File: src/design/hfbt_pkg.sv
// Shared types and constants for the HTTP/2 frame boundary tracker.
// No dependencies; used by every module in this folder.
package hfbt_pkg;

  localparam int unsigned HeaderBytes = 9;
  localparam int unsigned HcntW       = 4;
  localparam int unsigned LenW        = 24;

  localparam logic [HcntW-1:0] HdrLastIdx   = HcntW'(HeaderBytes - 1);
  localparam logic [HcntW-1:0] HdrTypeIdx   = HcntW'(3);
  localparam logic [HcntW-1:0] HdrFlagsIdx  = HcntW'(4);

  localparam logic [7:0] TypeHeaders      = 8'h01;
  localparam logic [7:0] TypeContinuation = 8'h09;
  localparam int unsigned FlagEndHeadersBit = 2;

  typedef struct packed {
    logic       reusable;
    logic       header_block_open;
    logic       frame_done;
    logic [7:0] done_type;
    logic [7:0] done_flags;
  } result_t;

endpackage

File: src/design/hfbt_step.sv
// Frame tracker state and per-byte next-state logic.
// Depends on hfbt_pkg for constants and the result struct.
module hfbt_step (
  input  logic             clk_i,
  input  logic             rst_ni,
  input  logic             step_i,
  input  logic             mode_i,
  input  logic [7:0]       data_byte_i,
  output hfbt_pkg::result_t result_o
);
  import hfbt_pkg::*;

  logic [HcntW-1:0] hcnt_q, hcnt_d;
  logic [LenW-1:0]  plen_q, plen_d, plen_dec;
  logic [7:0]       kind_q, kind_d;
  logic [7:0]       flags_q, flags_d;
  logic             open_q, open_d;
  logic             finish;
  logic             payload_phase;

  assign payload_phase = (hcnt_q == '0) && (plen_q != '0);
  assign plen_dec      = plen_q - LenW'(1);

  always_comb begin
    hcnt_d  = hcnt_q;
    plen_d  = plen_q;
    kind_d  = kind_q;
    flags_d = flags_q;
    open_d  = open_q;
    finish  = 1'b0;

    if (mode_i) begin
      hcnt_d  = '0;
      plen_d  = '0;
      kind_d  = '0;
      flags_d = '0;
      open_d  = 1'b0;
    end else if (payload_phase) begin
      plen_d = plen_dec;
      finish = (plen_dec == '0);
    end else begin
      if (hcnt_q < HdrTypeIdx) begin
        plen_d = {plen_q[LenW-9:0], data_byte_i};
      end else if (hcnt_q == HdrTypeIdx) begin
        kind_d = data_byte_i;
      end else if (hcnt_q == HdrFlagsIdx) begin
        flags_d = data_byte_i;
      end
      // a count at or past the last slot is treated as the last header byte
      if (hcnt_q >= HdrLastIdx) begin
        hcnt_d = '0;
        finish = (plen_d == '0);
      end else begin
        hcnt_d = hcnt_q + HcntW'(1);
      end
    end

    result_o.frame_done = finish;
    result_o.done_type  = finish ? kind_d : 8'h00;
    result_o.done_flags = finish ? flags_d : 8'h00;

    if (finish) begin
      if (kind_d == TypeHeaders) begin
        open_d = ~flags_d[FlagEndHeadersBit];
      end else if (kind_d == TypeContinuation && open_q && flags_d[FlagEndHeadersBit]) begin
        open_d = 1'b0;
      end
      plen_d  = '0;
      kind_d  = '0;
      flags_d = '0;
    end

    result_o.reusable          = (hcnt_d == '0) && (plen_d == '0) && !open_d;
    result_o.header_block_open = open_d;
  end

  always_ff @(posedge clk_i or negedge rst_ni) begin
    if (!rst_ni) begin
      hcnt_q  <= '0;
      plen_q  <= '0;
      kind_q  <= '0;
      flags_q <= '0;
      open_q  <= 1'b0;
    end else if (step_i) begin
      hcnt_q  <= hcnt_d;
      plen_q  <= plen_d;
      kind_q  <= kind_d;
      flags_q <= flags_d;
      open_q  <= open_d;
    end
  end

endmodule

File: src/design/hfbt_out_fifo.sv
// Two-entry circular result queue with read and write pointers.
// Depends on hfbt_pkg for the result struct.
module hfbt_out_fifo (
  input  logic              clk_i,
  input  logic              rst_ni,
  input  logic              push_i,
  input  hfbt_pkg::result_t push_data_i,
  input  logic              pop_i,
  output logic              valid_o,
  output logic              full_o,
  output hfbt_pkg::result_t data_o
);
  import hfbt_pkg::*;

  result_t    mem_q [2];
  logic       wr_q, rd_q;
  logic [1:0] cnt_q;

  assign valid_o = (cnt_q != 2'd0);
  assign full_o  = (cnt_q == 2'd2);
  assign data_o  = mem_q[rd_q];

  always_ff @(posedge clk_i) begin
    if (push_i) begin
      mem_q[wr_q] <= push_data_i;
    end
  end

  always_ff @(posedge clk_i or negedge rst_ni) begin
    if (!rst_ni) begin
      wr_q  <= 1'b0;
      rd_q  <= 1'b0;
      cnt_q <= 2'd0;
    end else begin
      if (push_i) wr_q <= ~wr_q;
      if (pop_i)  rd_q <= ~rd_q;
      case ({push_i, pop_i})
        2'b10:   cnt_q <= cnt_q + 2'd1;
        2'b01:   cnt_q <= cnt_q - 2'd1;
        default: cnt_q <= cnt_q;
      endcase
    end
  end

endmodule

File: src/design/http2_frame_boundary_tracker.sv
// Top level of the HTTP/2 frame boundary tracker.
// Depends on hfbt_pkg, hfbt_step and hfbt_out_fifo.
//
// Usage:
//   Input channel (in_valid_i / in_stall_o) carries one stream byte per
//   transfer, with mode_i = 1 requesting a full clear of tracker state.
//   Output channel (out_valid_o / out_stall_i) returns exactly one result
//   per input transfer, in order: reusable, header_block_open, frame_done,
//   done_type and done_flags.
//   Throughput: one byte per clock while the output queue has room. The
//   tracker state (header byte count, payload countdown, type, flags, block
//   flag) updates with a single 24-bit decrement/compare per byte.
//   Path: the byte lands in the input register at the transfer, and its
//   result is written to the output queue once the queue has room;
//   out_valid_o rises when the result is in the queue.
//   Stalls: a two-entry output queue absorbs results while the receiver
//   stalls; once it is full the input register holds its byte and
//   in_stall_o rises, so nothing is lost or repeated.
//   Reset: rst_ni (async, active low) clears tracker state to the
//   between-frames condition and empties all pipeline stages.
module http2_frame_boundary_tracker (
  input  logic       clk_i,
  input  logic       rst_ni,
  input  logic       in_valid_i,
  output logic       in_stall_o,
  input  logic       mode_i,
  input  logic [7:0] data_byte_i,
  output logic       out_valid_o,
  input  logic       out_stall_i,
  output logic       reusable_o,
  output logic       header_block_open_o,
  output logic       frame_done_o,
  output logic [7:0] done_type_o,
  output logic [7:0] done_flags_o
);
  import hfbt_pkg::*;

  // input register stage
  logic       s1_valid_q;
  logic       s1_mode_q;
  logic [7:0] s1_byte_q;

  logic    advance;   // s1 byte is processed and pushed this cycle
  logic    room;
  logic    pop;
  logic    q_full;
  result_t step_res;
  result_t out_res;

  assign pop        = out_valid_o && !out_stall_i;
  assign room       = !q_full || pop;
  assign advance    = s1_valid_q && room;
  assign in_stall_o = s1_valid_q && !room;

  always_ff @(posedge clk_i or negedge rst_ni) begin
    if (!rst_ni) begin
      s1_valid_q <= 1'b0;
    end else if (!in_stall_o) begin
      s1_valid_q <= in_valid_i;
    end
  end

  // payload register, no reset needed
  always_ff @(posedge clk_i) begin
    if (in_valid_i && !in_stall_o) begin
      s1_mode_q <= mode_i;
      s1_byte_q <= data_byte_i;
    end
  end

  hfbt_step u_step (
    .clk_i       (clk_i),
    .rst_ni      (rst_ni),
    .step_i      (advance),
    .mode_i      (s1_mode_q),
    .data_byte_i (s1_byte_q),
    .result_o    (step_res)
  );

  hfbt_out_fifo u_out_fifo (
    .clk_i       (clk_i),
    .rst_ni      (rst_ni),
    .push_i      (advance),
    .push_data_i (step_res),
    .pop_i       (pop),
    .valid_o     (out_valid_o),
    .full_o      (q_full),
    .data_o      (out_res)
  );

  assign reusable_o          = out_res.reusable;
  assign header_block_open_o = out_res.header_block_open;
  assign frame_done_o        = out_res.frame_done;
  assign done_type_o         = out_res.done_type;
  assign done_flags_o        = out_res.done_flags;

endmodule
File: config.mk
export PLATFORM = sky130hd
export DESIGN_NAME = http2_frame_boundary_tracker
export DESIGN_NICKNAME = d
export VERILOG_FILES = /design/src/design/hfbt_pkg.sv /design/src/design/hfbt_step.sv /design/src/design/hfbt_out_fifo.sv /design/src/design/http2_frame_boundary_tracker.sv
export SDC_FILE = /design/constraint.sdc
export NUM_CORES = 1
export LEC_CHECK = 0
export ABC_AREA = 1
export BUFFER_PORTS_ARGS = -buffer_cell sky130_fd_sc_hd__clkbuf_2
export CORE_MARGIN = 5
export CORE_UTILIZATION = 50
export CTS_CLUSTER_DIAMETER = 100
export CTS_CLUSTER_SIZE = 40
export DETAILED_ROUTE_END_ITERATION = 7
export PLACE_DENSITY = 0.79
export SYNTH_ARGS = -nofsm -noshare
export SYNTH_HDL_FRONTEND = slang
export SYNTH_SLANG_ARGS = --single-unit
File: constraint.sdc
create_clock -name clk_i -period 4.4 [get_ports clk_i]
set_clock_uncertainty 0.05 [all_clocks]
set_input_delay 0.88 -clock clk_i [delete_from_list [all_inputs] [get_ports clk_i]]
set_output_delay 0.88 -clock clk_i [all_outputs]
set_load 0.03 [all_outputs]
After elaboration in Yosys (flattened, before gate mapping)
Memories as Yosys holds them, arrays and structs flattened.
Cells that the tools add are included.
{"block": "word_totals", "wordCells": 83, "latch_bits": 0, "romBits": 0, "n_memories": 1, "inputBits": 13, "ramBits": 38, "output_inout_bits": 21, "reg_bits": 59}
{"memory": "u_out_fifo.mem_q", "words": 2, "width": 19, "rd": 1, "rd_clocked_by_memory_dff": 0, "wr": 1, "line_no": "hfbt_out_fifo.sv:15", "text": "result_t mem_q [2];"}
{"block": "op_classes", "bitwise_logic": 3, "add_sub_neg": 4, "n_mul": 0, "muxes": 32, "reduce_logical": 23, "eq_ne": 7, "n_div": 0, "n_lt_le_gt_ge": 2, "n_shift": 0}
{"cell": "2-to-1 mux 24 bit", "count": 6}
{"cell": "2-to-1 mux 8 bit", "count": 13}
{"cell": "logical NOT 24 bit", "count": 3}
{"cell": "nonzero test 24 bit", "count": 1}
{"cell": "subtractor 24 x 1 -> 24 bit, second input constant", "count": 1}
{"cell": "2-to-1 mux 4 bit", "count": 3}
{"cell": "logical AND 1 bit", "count": 9}
{"cell": "2-to-1 mux 1 bit", "count": 9}
{"cell": "== test 8 x 1 -> 1 bit, second input constant", "count": 1}
{"cell": "== test 8 x 4 -> 1 bit, second input constant", "count": 1}
{"cell": "logical NOT 4 bit", "count": 2}
{"cell": "logical NOT 1 bit", "count": 5}
{"cell": "adder 4 x 1 -> 4 bit, second input constant", "count": 1}
{"cell": "== test 2 bit, second input constant", "count": 2}
{"cell": "== test 4 x 2 -> 1 bit, second input constant", "count": 1}
{"cell": "== test 4 x 3 -> 1 bit, second input constant", "count": 1}
{"cell": ">= comparator 4 bit, second input constant", "count": 1}
{"cell": "< comparator 4 x 2 -> 1 bit, second input constant", "count": 1}
{"cell": "one-hot mux 2 bit (2 select lines)", "count": 1}
{"cell": "nonzero test 2 bit", "count": 2}
{"cell": "NOT 1 bit", "count": 3}
{"cell": "adder 2 x 1 -> 2 bit, second input constant", "count": 1}
{"cell": "== test 2 x 1 -> 1 bit, second input constant", "count": 1}
{"cell": "subtractor 2 x 1 -> 2 bit, second input constant", "count": 1}
{"cell": "logical OR 1 bit", "count": 1}

Longest topological paths before layout
Gate-level depths: netlist of run 1.
{"block": "depth", "word_depth": 13, "mapped_depth": 19, "ltp_nobuf": 19}

Cells and area by module
A second synthesis of run 1 with hierarchy kept.
{"block": "hier_totals", "hier_cells": 798, "area_unflattened_um2": 6100.9}
{"module": "hfbt_step", "seq_area_each_um2": 1126.1, "area_per_inst_um2": 4072.7, "instances": 1, "cells_each": 655}
{"module": "hfbt_out_fifo", "seq_area_each_um2": 1241.2, "area_per_inst_um2": 1682.9, "instances": 1, "cells_each": 123}
{"module": "http2_frame_boundary_tracker", "seq_area_each_um2": 295.3, "area_per_inst_um2": 345.3, "instances": 1, "cells_each": 20}

Worst setup path before layout of run 1
No wires, ideal clock.
{"block": "synth_timing", "path_kind": "input -> register", "from": "input out_stall_i", "to": "memory u_out_fifo.mem_q[0][0] (netlist name) (enable)", "path_stages": 5, "setup_ns": 0.395, "setup_slack_ns": 1.723, "arrival_time_ns": 2.232, "required_ns": 3.955, "n_path_buf": 2, "cell_sequence": "nand3_1 > nand2_1 > clkbuf_1 > clkbuf_1 > nor2_1"}
{"block": "synth_between", "elab_chain_cells": 6}
{"element": "from (decl)", "line_no": "http2_frame_boundary_tracker.sv:29", "text": "input logic out_stall_i,"}
{"element": "logical NOT 1 bit", "line_no": "http2_frame_boundary_tracker.sv:50", "text": "assign pop = out_valid_o && !out_stall_i;"}
{"element": "logical AND 1 bit", "line_no": "http2_frame_boundary_tracker.sv:50"}
{"element": "logical OR 1 bit", "line_no": "http2_frame_boundary_tracker.sv:51", "text": "assign room = !q_full || pop;"}
{"element": "logical AND 1 bit", "line_no": "http2_frame_boundary_tracker.sv:52", "text": "assign advance = s1_valid_q && room;"}
{"element": "2-to-1 mux 1 bit", "line_no": "hfbt_out_fifo.sv:24", "text": "if (push_i) begin"}
{"element": "2-to-1 mux 1 bit (implied by the code)", "line_no": "hfbt_out_fifo.sv:25", "text": "mem_q[wr_q] <= push_data_i;"}
{"element": "to (decl)", "line_no": "hfbt_out_fifo.sv:15"}
No other way between the ends.

==> results.json, run 1 <==
{
  "syn_inst": 745,
  "peakVddDrop_uv": 454,
  "hold_ws_ns": 0.468,
  "antenna_found_initial": 0,
  "yosysTopAreaCellShare_pct": 24.8,
  "total_power_mw": 4.71,
  "ant_nets": 0,
  "final_net_count": 789,
  "cp-end-kind": "flip-flop",
  "grt-ovfl-total": 0,
  "worst_path_largest_cell_delay_ns": 0.54,
  "grt_pass1_vias": 4776,
  "grt_pass1_wl_mm": 24.4,
  "io_buffers": 33,
  "cts_root_buf": "clkbuf_16",
  "clkSlewWorstSetupHoldPaths_ns": 0.07,
  "hpwl_mm": 11.1,
  "yosysTopAreaCell": "edfxtp_1",
  "critPathKind": "reg -> reg",
  "cp_max_fo": 21,
  "ys_ff_latch": 97,
  "viasPerCell": 5.57,
  "fp-row-count": 39,
  "cts_setup_buffers": 0,
  "fmax_ghz": 0.274,
  "regArea_sq_mm": 0.00266,
  "grt_max_degree": 51,
  "maxSlewViolCount": 0,
  "async_flop_share_pct": 51.5,
  "arrival_ns": 3.85,
  "grt_setup_unrepaired": "no",
  "antenna_cells": 0,
  "drive_gt1_share_pct": 11.9,
  "multi_input_area_sq_mm": 0.00254,
  "h-tree-depth": 3,
  "start_kind": "flip-flop",
  "cts_made_buffers": 9,
  "status": "finished, final reports clean",
  "wl_mm": 15.1,
  "required_ns": 4.61,
  "gp_congestion": 0.981,
  "synthFlopType": "dfrtp_1",
  "hold_viol_final": 0,
  "max_slew_margin_pct": 43.5,
  "num_vias": 5123,
  "tns_ns": 0,
  "cts.sinks": 97,
  "die_y_um": 117,
  "drtIter0Drc": 442,
  "die_w_um": 117,
  "wl_per_cell_um": 16.5,
  "synth_nets": 763,
  "hold_buffers": 0,
  "synth-seq-area-share_pct": 46.9,
  "synth_edf_count": 47,
  "min_path_type": "reg -> reg",
  "clk_latency_ns": 0.35,
  "worstPathCellList": "clkinv_1 -> ha_1 -> nand2_2 -> nor2_4 -> nand3_2 -> nand2_4 -> nand2_1 -> inv_2 -> nand3_1 -> nand2_1 -> inv_2 -> nand2_2 -> o21ai_0",
  "synth_area_leaders": "edfxtp_1 (25%), dfrtp_1 (22%), nand2_1 (16%)",
  "nFillCells": 1044,
  "dr.pass1.iters": 7,
  "power.density_mw_per_mm2": 753,
  "cts_buffer_depth": 2,
  "fin_crit_ns": 3.64,
  "power.leakage_nw": 2.84,
  "netlist_area_sq_mm": 0.00568,
  "start_util_pct": 50.4,
  "grt_usage_pct": 23.4,
  "maxCapViolCount": 0,
  "drc_errors": 0,
  "slowest_stage": "nand2_1",
  "post_cts_resize_count": 0,
  "tightest_slew_ns": 0.847,
  "die_area_sq_mm": 0.0136,
  "core_sq_mm": 0.0113,
  "ios": 34,
  "finalCritPeriodShare_pct": 82.8,
  "ys_types": 36,
  "yosysWarningCount": 0,
  "areaGrowthSynthToFinish_pct": 10.0,
  "syn_area_per_cell_sq_um": 7.63,
  "cts_tree": "done",
  "finalSetupViolations": 0
}
Yosys cell counts (3+ instances only):
library cell and n:
nand2_2 4, clkinv_1 4, o211ai_1 5, a31oi_1 3, nor3_1 8, nand3_2 3
nor2_1 68, inv_1 77, o21ai_0 71, xor2_1 4, clkbuf_1 12, nand4_1 14
ha_1 5, edfxtp_1 47, a21oi_1 8, o21ai_1 12, dfrtp_1 50, o22ai_1 20
o21a_1 4, nand2_1 245, nand3_1 31, buf_4 3, nor2_2 18, nor2_4 6
buf_6 5, buf_2 4
power by group:
part           internal [mW]  switching, mW
clock network          0.509          0.364
logic                  0.689           1.79
registers               1.18          0.171
total                   2.38           2.33
path summary, 6_finish.rpt:
check / to / cells after the start / slack (ns) / startpoint
worst max-delay path: u_step.flags_q[1] / 13 / 0.76 / u_step.plen_q[0]
worst min-delay path: u_step.flags_q[0] / 2 / 0.47 / u_step.flags_q[0]
worst max register to register: u_step.flags_q[1] / 13 / 0.76 / u_step.plen_q[0]
worst min register to register: u_step.flags_q[0] / 2 / 0.47 / u_step.flags_q[0]
max in group asynchronous: u_step.plen_q[0] / 2 / 3.26 / rst_ni
min in group asynchronous: u_step.flags_q[2] / 2 / 0.60 / rst_ni
state kept, by name (all words and copies together) (netlist names):
name,flops
u_out_fifo.mem_q,38
s1_valid_q,1
u_out_fifo.rd_q,1
u_step.hcnt_q,4
u_step.open_q,1
u_step.flags_q,8
u_step.plen_q,24
u_out_fifo.cnt_q,2
u_out_fifo.wr_q,1
u_step.kind_q,8
s1_mode_q,1
s1_byte_q,8
area by class of cell:
cell class                      count  area share [%]
Multi-Input combinational cell    539            40.7
Timing Repair Buffer               41            3.60
Sequential cell                    97            42.6
Inverter                           83            4.98
Tap cell                          143            2.86
Clock inverter                      6            1.58
Clock buffer                       10            3.66
cell usage in the layout, fill, tap and decap left out:
cell type,n
clkinvlp_4,1
dfrtp_1,50
clkbuf_2,33
a32oi_1,1
a31oi_1,3
o211ai_1,5
clkbuf_1,1
nand2_2,4
nor3_1,8
xnor2_1,1
o21ai_2,1
edfxtp_1,47
inv_1,77
nand2_1,245
o21a_1,4
bufinv_16,2
a22oi_1,2
inv_6,1
nor2_2,18
nand2_4,2
ha_1,5
nand3_2,3
buf_4,8
o21ai_1,12
nand3_1,31
clkinv_1,4
nand3b_1,2
o21ai_0,71
nand4_1,14
inv_2,2
xor2_1,4
inv_8,2
o22ai_1,20
clkbuf_16,9
a21oi_1,8
a22o_1,1
nor2_4,6
nor2_1,68
worst max-delay path, delay by kind of cell (launching register included):
family | cells | cell delay, ns
adders and majority gates | 1 | 0.39
and+or+nand+nor | 8 | 1.61
AOI/OAI and AO/OA | 1 | 0.27
buffers and inverters | 3 | 0.82
DFF | 1 | 0.38
per-layer routing:
layer / global-route usage [%] / vias up / part of all wire (%)
li1: - / 2489 / -
met1: 32.2 / 2341 / 43
met2: 36.0 / 249 / 45
met3: 4.20 / 44 / 7.6
met4: 10.8 / 0 / 4.0
met5: 0 / - / 0
logic make-up (layout without fill, tap and decap cells):
group	Yosys count	after routing	share of synthesized area [%]
AOI/OAI and AO/OA	128	128	12.5
xor gates and xnor gates	5	5	0.771
adders and majority gates	5	5	1.10
buffers and inverters	109	140	8.35
DFF	97	97	46.9
and+or+nand+nor	401	401	30.5
per-stage QoR:
step	setup WS, ns	std cells	utilization, %	area (sq um)
2_1_floorplan	1.72	745	-	5680
3_3_place_gp	1.02	903	52.5	5920
3_5_place_dp	0.839	903	52.5	5920
4_1_cts	0.837	919	55.5	6250
5_1_grt	0.469	919	55.5	6250
6_report	0.757	919	55.5	6250
No activity file was read; power rests on OpenSTA's default activity.
==> inputs of run 2 (changes only) <==
Settings changed: ABC_AREA 1 to 0, PLACE_DENSITY 0.79 to 0.81.
Clock period 4.4 ns to 3.2 ns, I/O delays scaled along.
==> results.json, run 2 <==
{
  "status": "finished with violations",
  "violations": "negative setup slack",
  "tightest_slew_ns": 1.12,
  "cts.sinks": 97,
  "yosysWarningCount": 0,
  "die_w_um": 118,
  "syn_area_per_cell_sq_um": 9.44,
  "cts_made_buffers": 9,
  "die_area_sq_mm": 0.0139,
  "syn_inst": 615,
  "ant_nets": 0,
  "antenna_found_initial": 0,
  "fin_ws_ns": -0.0301,
  "synthFlopType": "dfrtp_1",
  "cts_setup_buffers": 0,
  "async_flop_share_pct": 51.5,
  "drc_errors": 0,
  "clkSlewWorstSetupHoldPaths_ns": 0.08,
  "grt_usage_pct": 27.2,
  "nFillCells": 936,
  "cts_buffer_depth": 2,
  "power.leakage_nw": 2.95,
  "viasPerCell": 6.47,
  "cts_tree": "done",
  "final_net_count": 735,
  "wl_mm": 19.1,
  "grt_pass1_wl_mm": 30.1,
  "netlist_area_sq_mm": 0.00580,
  "yosysTopAreaCellShare_pct": 24.3,
  "reg_top3": "u_out_fifo.mem_q: 38 flops, u_step.plen_q: 24 flops",
  "start_kind": "flip-flop",
  "grt-ovfl-total": 0,
  "maxCapViolCount": 0,
  "ys_ff_latch": 97,
  "met3_usage_pct": 3.80,
  "hold_viol_final": 0,
  "grt_pass1_vias": 5402,
  "cp_max_fo": 9,
  "tns_ns": -0.0602,
  "largest_register_ffs": 38,
  "grt_use_met1_pct": 39.1,
  "max_slew_margin_pct": 24.9,
  "dpl_cell_area_sq_mm": 0.00676,
  "fin_crit_ns": 3.23,
  "top_register": "u_out_fifo.mem_q",
  "synth_area_leaders": "edfxtp_1 (24%), dfrtp_1 (22%), nand2_1 (5.9%)",
  "areaGrowthSynthToFinish_pct": 23.9,
  "yosysMostFrequentCell": "nand2_1",
  "cts_root_buf": "clkbuf_16",
  "core_sq_mm": 0.0114,
  "synth_edf_count": 47,
  "cp-end-kind": "flip-flop",
  "dr.pass1.iters": 5,
  "arrival_ns": 3.35,
  "min_path_type": "in -> async",
  "wl_per_cell_um": 22.1,
  "ys_types": 77,
  "power.density_mw_per_mm2": 1070,
  "fin_area_sq_mm": 0.00719,
  "hold_ws_ns": 0.200,
  "grt_setup_unrepaired": "yes",
  "fp-row-count": 39,
  "use_met2_pct": 42.4,
  "synth_common_cells": "nand2_1 (92), dfrtp_1 (50), edfxtp_1 (47)",
  "fmax_ghz": 0.310,
  "grt_max_degree": 35,
  "critPathKind": "reg -> reg",
  "synth-seq-area-share_pct": 45.9,
  "start_util_pct": 50.8,
  "ios": 34,
  "hold_buffers": 0,
  "drtIter0Drc": 538,
  "mostFrequentLayoutCell": "buf_4",
  "clk_latency_ns": 0.35,
  "maxSlewViolCount": 0,
  "drive_gt1_share_pct": 32.4,
  "finalCritPeriodShare_pct": 101,
  "finalSetupViolations": 2,
  "antenna_cells": 0,
  "h-tree-depth": 3,
  "peakVddDrop_uv": 537,
  "required_ns": 3.32,
  "num_vias": 5600,
  "mostFrequentLayoutCells": "buf_4 (113), nand2_1 (92), dfrtp_1 (50), edfxtp_1 (47)",
  "yosysTopAreaCell": "edfxtp_1",
  "gp_congestion": 0.984,
  "grt-busiest-layer": "met2",
  "hpwl_mm": 14.0,
  "io_buffers": 33,
  "synth_nets": 633,
  "die_y_um": 118
}
==> run 2: changes by cell type in the layout (fill, tap and decap cells not counted), moves of 23 or more <==
cell     change
buf_4      +105
nor2_1      -26
mux2_2      +23
nand2_1    -153
inv_1       -69
o21ai_0     -29
==> run 2: layout make-up <==
class	instances	area (sq um)	share of cell area, %
Multi-Input combinational cell	452	2980	41.5
Sequential cell	97	2660	37.0
Timing Repair Buffer	146	1010	14.1
Clock buffer	9	225	3.13
Tap cell	143	179	2.49
Clock inverter	7	81.3	1.13
Inverter	11	43.8	0.609
==> run 2: through the flow <==
step	worst slack [ns]	util, %	power [mW]	instances
floorplan	0.0137	-	4.55	615
global placement	-0.172	59.2	6.36	849
detailed placement	-0.178	59.2	6.40	849
CTS	-0.0261	62.3	7.60	865
global route	-0.162	63.0	8.15	865
finish	-0.0301	63.0	7.73	865
==> run 2: kinds of logic (layout without fill, tap and decap cells) <==
kind of cell             Yosys count  after routing  synth area share [%]
AO/OA/AOI/OAI                    154            154                  17.9
XOR/XNOR                          11             11                  1.66
adder cells (fa/ha/maj)            5              5                  1.08
buffers and inverters             66            173                  5.07
flip-flops                        97             97                  45.9
multiplexers                      27             27                  5.15
AND/OR/NAND/NOR                  255            255                  23.2
==> run 2: worst max-delay path: stages (launching register included) <==
cell and delay [ns]:
dfrtp_1 0.50, nor4b_4 0.32, and4b_2 0.41, a31o_2 0.33, buf_4 0.21, nor3_1 0.05
a2111oi_0 0.52, and3_1 0.24, a31oi_1 0.13, nor4_4 0.29
==> run 2: routing by layer <==
layer  part of all wire (%)  vias up
met2                     46      336
met3                    8.4       50
met4                    2.6        0
met1                     43     2711
met5                      0        -
li1                       -     2503
==> run 2: where the power goes <==
group,total [mW],internal [mW],switching (mW)
clock,1.11,0.557,0.551
sequential,2.05,1.69,0.358
combinational,4.57,1.99,2.58
total,7.73,4.24,3.49
==> run 2: timing repair <==
item                                    in CTS  in global routing
endpoints found under the setup margin      26                 44
pin swaps                                    1                  4
gates resized for setup                     12                 19
endpoints found under the hold margin        0                  0
==> run 2: final timing paths <==
check,from,to,slack (ns),depth (start not counted)
max,u_step.plen_q[2],u_out_fifo.mem_q[1][18],-0.03,9
min,rst_ni,u_step.plen_q[16],0.20,1
max reg2reg,u_step.plen_q[2],u_out_fifo.mem_q[1][18],-0.03,9
min reg2reg,u_step.open_q,u_step.open_q,0.43,1
max in group asynchronous,rst_ni,u_step.open_q,2.05,2
min in group clk_i,data_byte_i[3],s1_byte_q[3],0.41,1
